--- src/rtl/rarfp_pkg.sv ---
// Package for the remote AT command response frame parser.
// Holds frame offsets, field widths and the result record type.
// Used by rarfp_frame_state and remote_at_response_frame_parser_core.
package rarfp_pkg;

    localparam int unsigned PosW = 17;
    localparam int unsigned TdataW = 144;
    localparam int unsigned TdataPad = 6;

    localparam logic [PosW-1:0] PosMax = {PosW{1'b1}};
    localparam logic [PosW-1:0] PosLenHi = 17'd1;
    localparam logic [PosW-1:0] PosLenLo = 17'd2;
    localparam logic [PosW-1:0] PosSumStart = 17'd3;
    localparam logic [PosW-1:0] PosIdent = 17'd4;
    localparam logic [PosW-1:0] PosSrcFirst = 17'd5;
    localparam logic [PosW-1:0] PosSrcLast = 17'd12;
    localparam logic [PosW-1:0] PosNetFirst = 17'd13;
    localparam logic [PosW-1:0] PosNetLast = 17'd14;
    localparam logic [PosW-1:0] PosCmdFirst = 17'd15;
    localparam logic [PosW-1:0] PosCmdLast = 17'd16;
    localparam logic [PosW-1:0] PosStatus = 17'd17;
    localparam logic [PosW-1:0] PosParamFirst = 17'd18;
    localparam logic [PosW-1:0] LenOverhead = 17'd2;
    localparam logic [15:0] FixedPart = 16'd15;
    localparam logic [7:0] SumGood = 8'hFF;

    typedef struct packed {
        logic        param_valid;
        logic [7:0]  param_byte;
        logic        frame_done;
        logic [15:0] frame_length;
        logic [7:0]  frame_ident;
        logic [63:0] source_address;
        logic [15:0] network_address;
        logic [15:0] at_command;
        logic [7:0]  command_status;
        logic        checksum_ok;
        logic        frame_complete;
    } t_result;

endpackage

--- src/rtl/remote_at_response_frame_parser_core.sv ---
// Top level of the remote AT command response frame parser.
// Streams frame bytes in, parameter bytes and a frame summary out.
// Depends on rarfp_pkg and rarfp_frame_state.
//
//  Channel   Direction  Payload
//  s_axis    in         tdata = data_byte, tlast = end_of_frame
//  m_axis    out        tdata = summary and parameter byte, tuser = param_valid,
//                       tlast = frame_done
//
// One byte is taken per cycle unless stalled; any result appears in the next cycle.
// The output register holds a result until it is taken, and a new byte is
// accepted whenever that register is empty or being drained in the same cycle.
// Reset is synchronous and active low and clears all frame state.
module remote_at_response_frame_parser_core (
    input  logic         i_clk,
    input  logic         i_rst_n,
    input  logic         s_axis_tvalid,
    output logic         s_axis_tready,
    input  logic [7:0]   s_axis_tdata,   // [7:0] data_byte
    input  logic         s_axis_tlast,
    output logic         m_axis_tvalid,
    input  logic         m_axis_tready,
    // [7:0] param_byte, [23:8] frame_length, [31:24] frame_ident,
    // [95:32] source_address, [111:96] network_address, [127:112] at_command,
    // [135:128] command_status, [136] checksum_ok, [137] frame_complete, rest zero
    output logic [rarfp_pkg::TdataW-1:0] m_axis_tdata,
    output logic         m_axis_tuser,   // [0] param_valid
    output logic         m_axis_tlast
);

    logic               take;
    logic               emit;
    rarfp_pkg::t_result result;
    rarfp_pkg::t_result r_out;
    logic               r_out_valid;

    assign s_axis_tready = !r_out_valid || m_axis_tready;
    assign take = s_axis_tvalid && s_axis_tready;

    rarfp_frame_state u_state (
        .i_clk    (i_clk),
        .i_rst_n  (i_rst_n),
        .i_take   (take),
        .i_byte   (s_axis_tdata),
        .i_last   (s_axis_tlast),
        .o_emit   (emit),
        .o_result (result)
    );

    always_ff @(posedge i_clk) begin
        if (!i_rst_n) begin
            r_out_valid <= 1'b0;
        end else if (take) begin
            r_out_valid <= emit;
        end else if (m_axis_tready) begin
            r_out_valid <= 1'b0;
        end
    end

    always_ff @(posedge i_clk) begin
        if (take && emit) begin
            r_out <= result;
        end
    end

    assign m_axis_tvalid = r_out_valid;
    assign m_axis_tuser  = r_out.param_valid;
    assign m_axis_tlast  = r_out.frame_done;
    assign m_axis_tdata  = {{rarfp_pkg::TdataPad{1'b0}}, r_out.frame_complete,
                            r_out.checksum_ok, r_out.command_status, r_out.at_command,
                            r_out.network_address, r_out.source_address, r_out.frame_ident,
                            r_out.frame_length, r_out.param_byte};

    a_result_has_reason: assert property (@(posedge i_clk) disable iff (!i_rst_n)
        m_axis_tvalid && !m_axis_tuser |-> m_axis_tlast)
        else $error("result without parameter byte or frame end");

    a_last_gives_summary: assert property (@(posedge i_clk) disable iff (!i_rst_n)
        s_axis_tvalid && s_axis_tready && s_axis_tlast |=> m_axis_tvalid && m_axis_tlast)
        else $error("frame end did not produce a summary");

    a_no_param_byte_zero: assert property (@(posedge i_clk) disable iff (!i_rst_n)
        m_axis_tvalid && !m_axis_tuser |-> m_axis_tdata[7:0] == 8'h00)
        else $error("parameter byte set without parameter flag");

    a_summary_only_at_end: assert property (@(posedge i_clk) disable iff (!i_rst_n)
        m_axis_tvalid && !m_axis_tlast |-> m_axis_tdata[rarfp_pkg::TdataW-1:8] == '0)
        else $error("summary fields set before frame end");

endmodule

--- src/rtl/rarfp_frame_state.sv ---
// Frame state of the parser: byte position, checksum and captured header fields.
// Forms the result record for each request from the stored state and the byte.
// Depends on rarfp_pkg.
module rarfp_frame_state (
    input  logic                     i_clk,
    input  logic                     i_rst_n,
    input  logic                     i_take,
    input  logic [7:0]               i_byte,
    input  logic                     i_last,
    output logic                     o_emit,
    output rarfp_pkg::t_result       o_result
);

    logic [rarfp_pkg::PosW-1:0] r_pos, n_pos;
    logic [7:0]  r_sum, n_sum;
    logic [15:0] r_length, n_length;
    logic [7:0]  r_ident, n_ident;
    logic [63:0] r_source, n_source;
    logic [15:0] r_network, n_network;
    logic [15:0] r_command, n_command;
    logic [7:0]  r_status, n_status;
    logic        param_hit;
    logic [rarfp_pkg::PosW-1:0] param_end;

    always_comb begin
        n_length  = r_length;
        n_ident   = r_ident;
        n_source  = r_source;
        n_network = r_network;
        n_command = r_command;
        n_status  = r_status;
        if (r_pos == rarfp_pkg::PosLenHi) begin
            n_length = {i_byte, r_length[7:0]};
        end else if (r_pos == rarfp_pkg::PosLenLo) begin
            n_length = {r_length[15:8], i_byte};
        end else if (r_pos == rarfp_pkg::PosIdent) begin
            n_ident = i_byte;
        end else if (r_pos >= rarfp_pkg::PosSrcFirst && r_pos <= rarfp_pkg::PosSrcLast) begin
            n_source = {r_source[55:0], i_byte};
        end else if (r_pos == rarfp_pkg::PosNetFirst || r_pos == rarfp_pkg::PosNetLast) begin
            n_network = {r_network[7:0], i_byte};
        end else if (r_pos == rarfp_pkg::PosCmdFirst || r_pos == rarfp_pkg::PosCmdLast) begin
            n_command = {r_command[7:0], i_byte};
        end else if (r_pos == rarfp_pkg::PosStatus) begin
            n_status = i_byte;
        end
        n_sum = (r_pos >= rarfp_pkg::PosSumStart) ? r_sum + i_byte : r_sum;
        n_pos = (r_pos != rarfp_pkg::PosMax) ? r_pos + 1'b1 : r_pos;
    end

    assign param_end = {1'b0, r_length} + rarfp_pkg::LenOverhead;
    assign param_hit = (r_pos >= rarfp_pkg::PosParamFirst) && (r_length > rarfp_pkg::FixedPart)
                       && (r_pos <= param_end);
    assign o_emit = param_hit || i_last;

    always_comb begin
        o_result = '0;
        o_result.param_valid = param_hit;
        o_result.param_byte  = param_hit ? i_byte : 8'h00;
        if (i_last) begin
            o_result.frame_done      = 1'b1;
            o_result.frame_length    = n_length;
            o_result.frame_ident     = n_ident;
            o_result.source_address  = n_source;
            o_result.network_address = n_network;
            o_result.at_command      = n_command;
            o_result.command_status  = n_status;
            o_result.checksum_ok     = (n_sum == rarfp_pkg::SumGood);
            o_result.frame_complete  = (r_pos >= rarfp_pkg::PosStatus);
        end
    end

    always_ff @(posedge i_clk) begin
        if (!i_rst_n || (i_take && i_last)) begin
            r_pos     <= '0;
            r_sum     <= '0;
            r_length  <= '0;
            r_ident   <= '0;
            r_source  <= '0;
            r_network <= '0;
            r_command <= '0;
            r_status  <= '0;
        end else if (i_take) begin
            r_pos     <= n_pos;
            r_sum     <= n_sum;
            r_length  <= n_length;
            r_ident   <= n_ident;
            r_source  <= n_source;
            r_network <= n_network;
            r_command <= n_command;
            r_status  <= n_status;
        end
    end

endmodule

--- config.mk ---
export PLATFORM = sky130hd
export DESIGN_NAME = remote_at_response_frame_parser_core
export DESIGN_NICKNAME = d
export VERILOG_FILES = /design/src/rtl/rarfp_pkg.sv /design/src/rtl/remote_at_response_frame_parser_core.sv /design/src/rtl/rarfp_frame_state.sv
export SDC_FILE = /design/constraint.sdc
export NUM_CORES = 1
export LEC_CHECK = 0
export ABC_CLOCK_PERIOD_IN_PS = 36900
export BUFFER_PORTS_ARGS = -buffer_cell sky130_fd_sc_hd__clkbuf_2
export CAP_MARGIN = 20
export CELL_PAD_IN_SITES_DETAIL_PLACEMENT = 0
export CELL_PAD_IN_SITES_GLOBAL_PLACEMENT = 1
export CORE_UTILIZATION = 44
export CTS_CLUSTER_DIAMETER = 120
export CTS_CLUSTER_SIZE = 20
export DETAILED_ROUTE_END_ITERATION = 10
export PLACE_DENSITY_LB_ADDON = 0.1
export SLEW_MARGIN = 15
export SYNTH_ARGS = -nofsm -noshare
export SYNTH_HDL_FRONTEND = slang
export SYNTH_SLANG_ARGS = --single-unit
--- constraint.sdc ---
create_clock -name i_clk -period 36.9 [get_ports i_clk]
set_input_delay 0 -clock i_clk [delete_from_list [all_inputs] [get_ports i_clk]]
set_output_delay 0 -clock i_clk [all_outputs]
set_load 0.01 [all_outputs]
==> flow_summary.ini <==
[placement]
post-place-ws_ns = 31.93
globalplace.congestion = 0.818
port-buffer-count = 154
placed_area_um2 = 14700
dpl.hpwl_um = 20000

[critical_path]
critPathBufInv = 2
worstRegToRegCells = 12
crit_path_end_kind = flip-flop
crit_cells = 12
worst_path_max_delay_cell = buf_4
cp-start-kind = flip-flop
critPathMaxStageDelay_ns = 0.86
cp_max_fo = 74
cp_top_family = buffers and inverters
arrival_ns = 5.09
crit_top_cell = buf_4
worstSetupPathType = flip-flop to flip-flop
worstPathRequired_ns = 37.04
path_cells = and3_1 -> and4_1 -> nand2b_1 -> or2_2 -> ha_1 -> a21oi_1 -> o21a_1 -> o211ai_1 -> o31a_1 -> o31ai_4 -> buf_4 -> buf_4

[detailed_routing]
wl_um = 33200
drtPass1Iterations = 6
drc = 0
wl_per_cell_um = 17.6
drtIter0Drc = 789
ant_nets = 0
detail_route.vias_per_cell = 5.20
vias = 9817

[sta]
fin_crit_ns = 4.96
relSlewSlack = 0.304
fin_tns_setup_ns = 0
max_freq_mhz = 202
hold_violations = 0
slew_violations = 0
finalSetupViolCount = 0
worst_pin_slew_ns = 1.04
period_share = 0.134
skew_ns = 0.0172
worst_slack_ns = 31.94
rsz0062_at_grt = no

[pwr]
ir_worst_vdd_uv = 27.3
power_frac_seq = 0.589
leakage_nw = 4.97
pwr-share-comb = 0.062
clock_power_share = 0.349
netSwitchingFraction = 0.233
p_per_area_nw_per_um2 = 38.7
p_switching_uw = 138
internal_power_uw = 455

[cells_and_area]
fin_nets = 1524
fin_util = 0.499
layout_commonest_cell = nand2_1
final_layout_size_suffix_gt1_frac = 0.175
areaGrowthSynthToFinish_pct = 11.0
antenna_cells = 0
final_area_um2 = 15300
final_cell_mix = 343 x nand2_1, 154 x dfxtp_1, 153 x clkbuf_2, 140 x edfxtp_1, 93 x mux2i_1

[logic_synthesis]
yosysSeqAreaShare = 0.529
synth_cells = 1378
synth_edf_count = 140
synth_mux_area_frac = 0.0675
synth.distinct_cells = 65
ys_ff_latch = 294
ys_warn_count = 0
ys_async_sr_fraction = 0
synth-adder-area-share = 0.0287
synth_top_flop_cell = dfxtp_1
syn_area_per_cell_um2 = 10.0
synth_top_family_by_area = simple AND/OR/NAND/NOR gates
netlist_area_um2 = 13800
synth_compound_area_frac = 0.118
synth_xor_area_frac = 0.0184
synth-simple-area-share = 0.202

[global_routing]
grt_pass1_vias = 8903
grt.overflow.total = 0
track_usage = 0.206
antenna_found_initial = 0
grt_max_degree = 96
grt_pass1_wl_um = 51400

[floorplanning]
die_h_um = 179
die_area_um2 = 32000
num_io_pins = 161
dieWidth_um = 179
initial_core_util = 0.449
core_um2 = 30700
rows = 64

[clocking]
clk_path_buf_depth = 3
clk_pin_slew_ns = 0.09
cts_root_buf = clkbuf_16
htree_num_levels = 1
insertion_delay_ns = 0.52
cts_tree = yes
cts_made_buffers = 18
cts_sinks = 294
post_cts_buffers = 0

[outcome]
status = finished clean

[hold_path]
worstHoldPathCells = 3
worst_hold_path_type = input pin to flip-flop

[flow_run]
drv_cap = 0
## metal layers
metal / track usage / routed length (um) / part of all wire
met1: 0.317 / 17000 / 0.51
met2: 0.310 / 14400 / 0.43
met3: 0.0237 / 1550 / 0.047
met4: 0.0332 / 310 / 0.0093
met5: 0 / 0 / 0
## stage by stage
step,power (mW),hold WS (ns),instances
2_1_floorplan,0.381,0.0989,1383
3_3_place_gp,0.393,0.316,1852
3_5_place_dp,0.393,0.309,1852
4_1_cts,0.599,0.0234,1887
5_1_grt,0.615,0.0548,1888
6_report,0.593,0.0498,1888
## layout make-up
cell class,instances,area (um2)
clock buffer,31,520
clock inverter,1,8.76
fill,2871,15400
inverter,13,48.8
multi-input combinational,984,6030
sequential,294,7290
tap,396,495
timing repair buffer,169,913
## power by group through the flow
stage	Clock (mW)	Combinational, mW	Sequential, mW
3_3_place_gp	0	0.0364	0.357
5_1_grt	0.225	0.0400	0.350
3_5_place_dp	0	0.0363	0.357
4_1_cts	0.213	0.0366	0.349
6_report	0.207	0.0366	0.349
2_1_floorplan	0	0.0194	0.362
## final timing paths
kind | to | startpoint | slack (ns)
max | m_axis_tdata[38] | u_state.r_length[4] | 31.94
min | u_state.r_sum[1] | s_axis_tvalid | 0.05
max reg2reg | m_axis_tdata[38] | u_state.r_length[4] | 31.94
min reg2reg | u_state.r_command[8] | u_state.r_command[8] | 0.45
## cells by family (layout without fill, tap and decap cells)
group	count (synthesis)	count (layout)
buffers and inverters	105	214
other	1	6
adders and majority gates	31	31
and+or+nand+nor	596	596
AOI/OAI and AO/OA	229	229
muxes	93	93
xor gates and xnor gates	29	29
DFF	294	294
## what timing repair did
action,4_1_cts,5_1_grt
gates resized for setup,0,0
hold buffers,3,0
hold endpoints to repair,1,0
## worst register-to-register path: cells and delay by family (launching register included)
family | cells | cell delay, ns
DFF | 1 | 0.45
adders and majority gates | 1 | 0.33
and+or+nand+nor | 4 | 0.91
AOI/OAI and AO/OA | 5 | 1.16
buffers and inverters | 2 | 1.60
## sequential cells by signal, summed over array words and instances (netlist names), 16 cells and up
name and cells:
m_axis_tdata 138, u_state.r_command 16, u_state.r_source 64, u_state.r_pos 17, u_state.r_network 16, u_state.r_length 16
## synth_stat cells, types with 7 or more instances
master,count,area share
a21boi_0,21,0.011
inv_1,13,0.0035
xor2_1,9,0.0057
nand3_1,14,0.0051
a21boi_1,60,0.033
clkbuf_1,59,0.016
buf_4,9,0.0049
a21oi_2,30,0.019
nand4_1,12,0.0054
nand2_1,344,0.094
edfxtp_1,140,0.31
nor2b_1,53,0.024
nor3b_1,7,0.0038
dfxtp_1,154,0.22
nor3_1,14,0.0051
xnor2_1,20,0.013
nand2_2,20,0.0091
ha_1,30,0.027
buf_2,16,0.0058
mux2i_1,93,0.068
buf_6,8,0.0065
a21oi_1,75,0.027
nor2_1,84,0.023
Note: power is estimated with default switching activity, not from simulation.
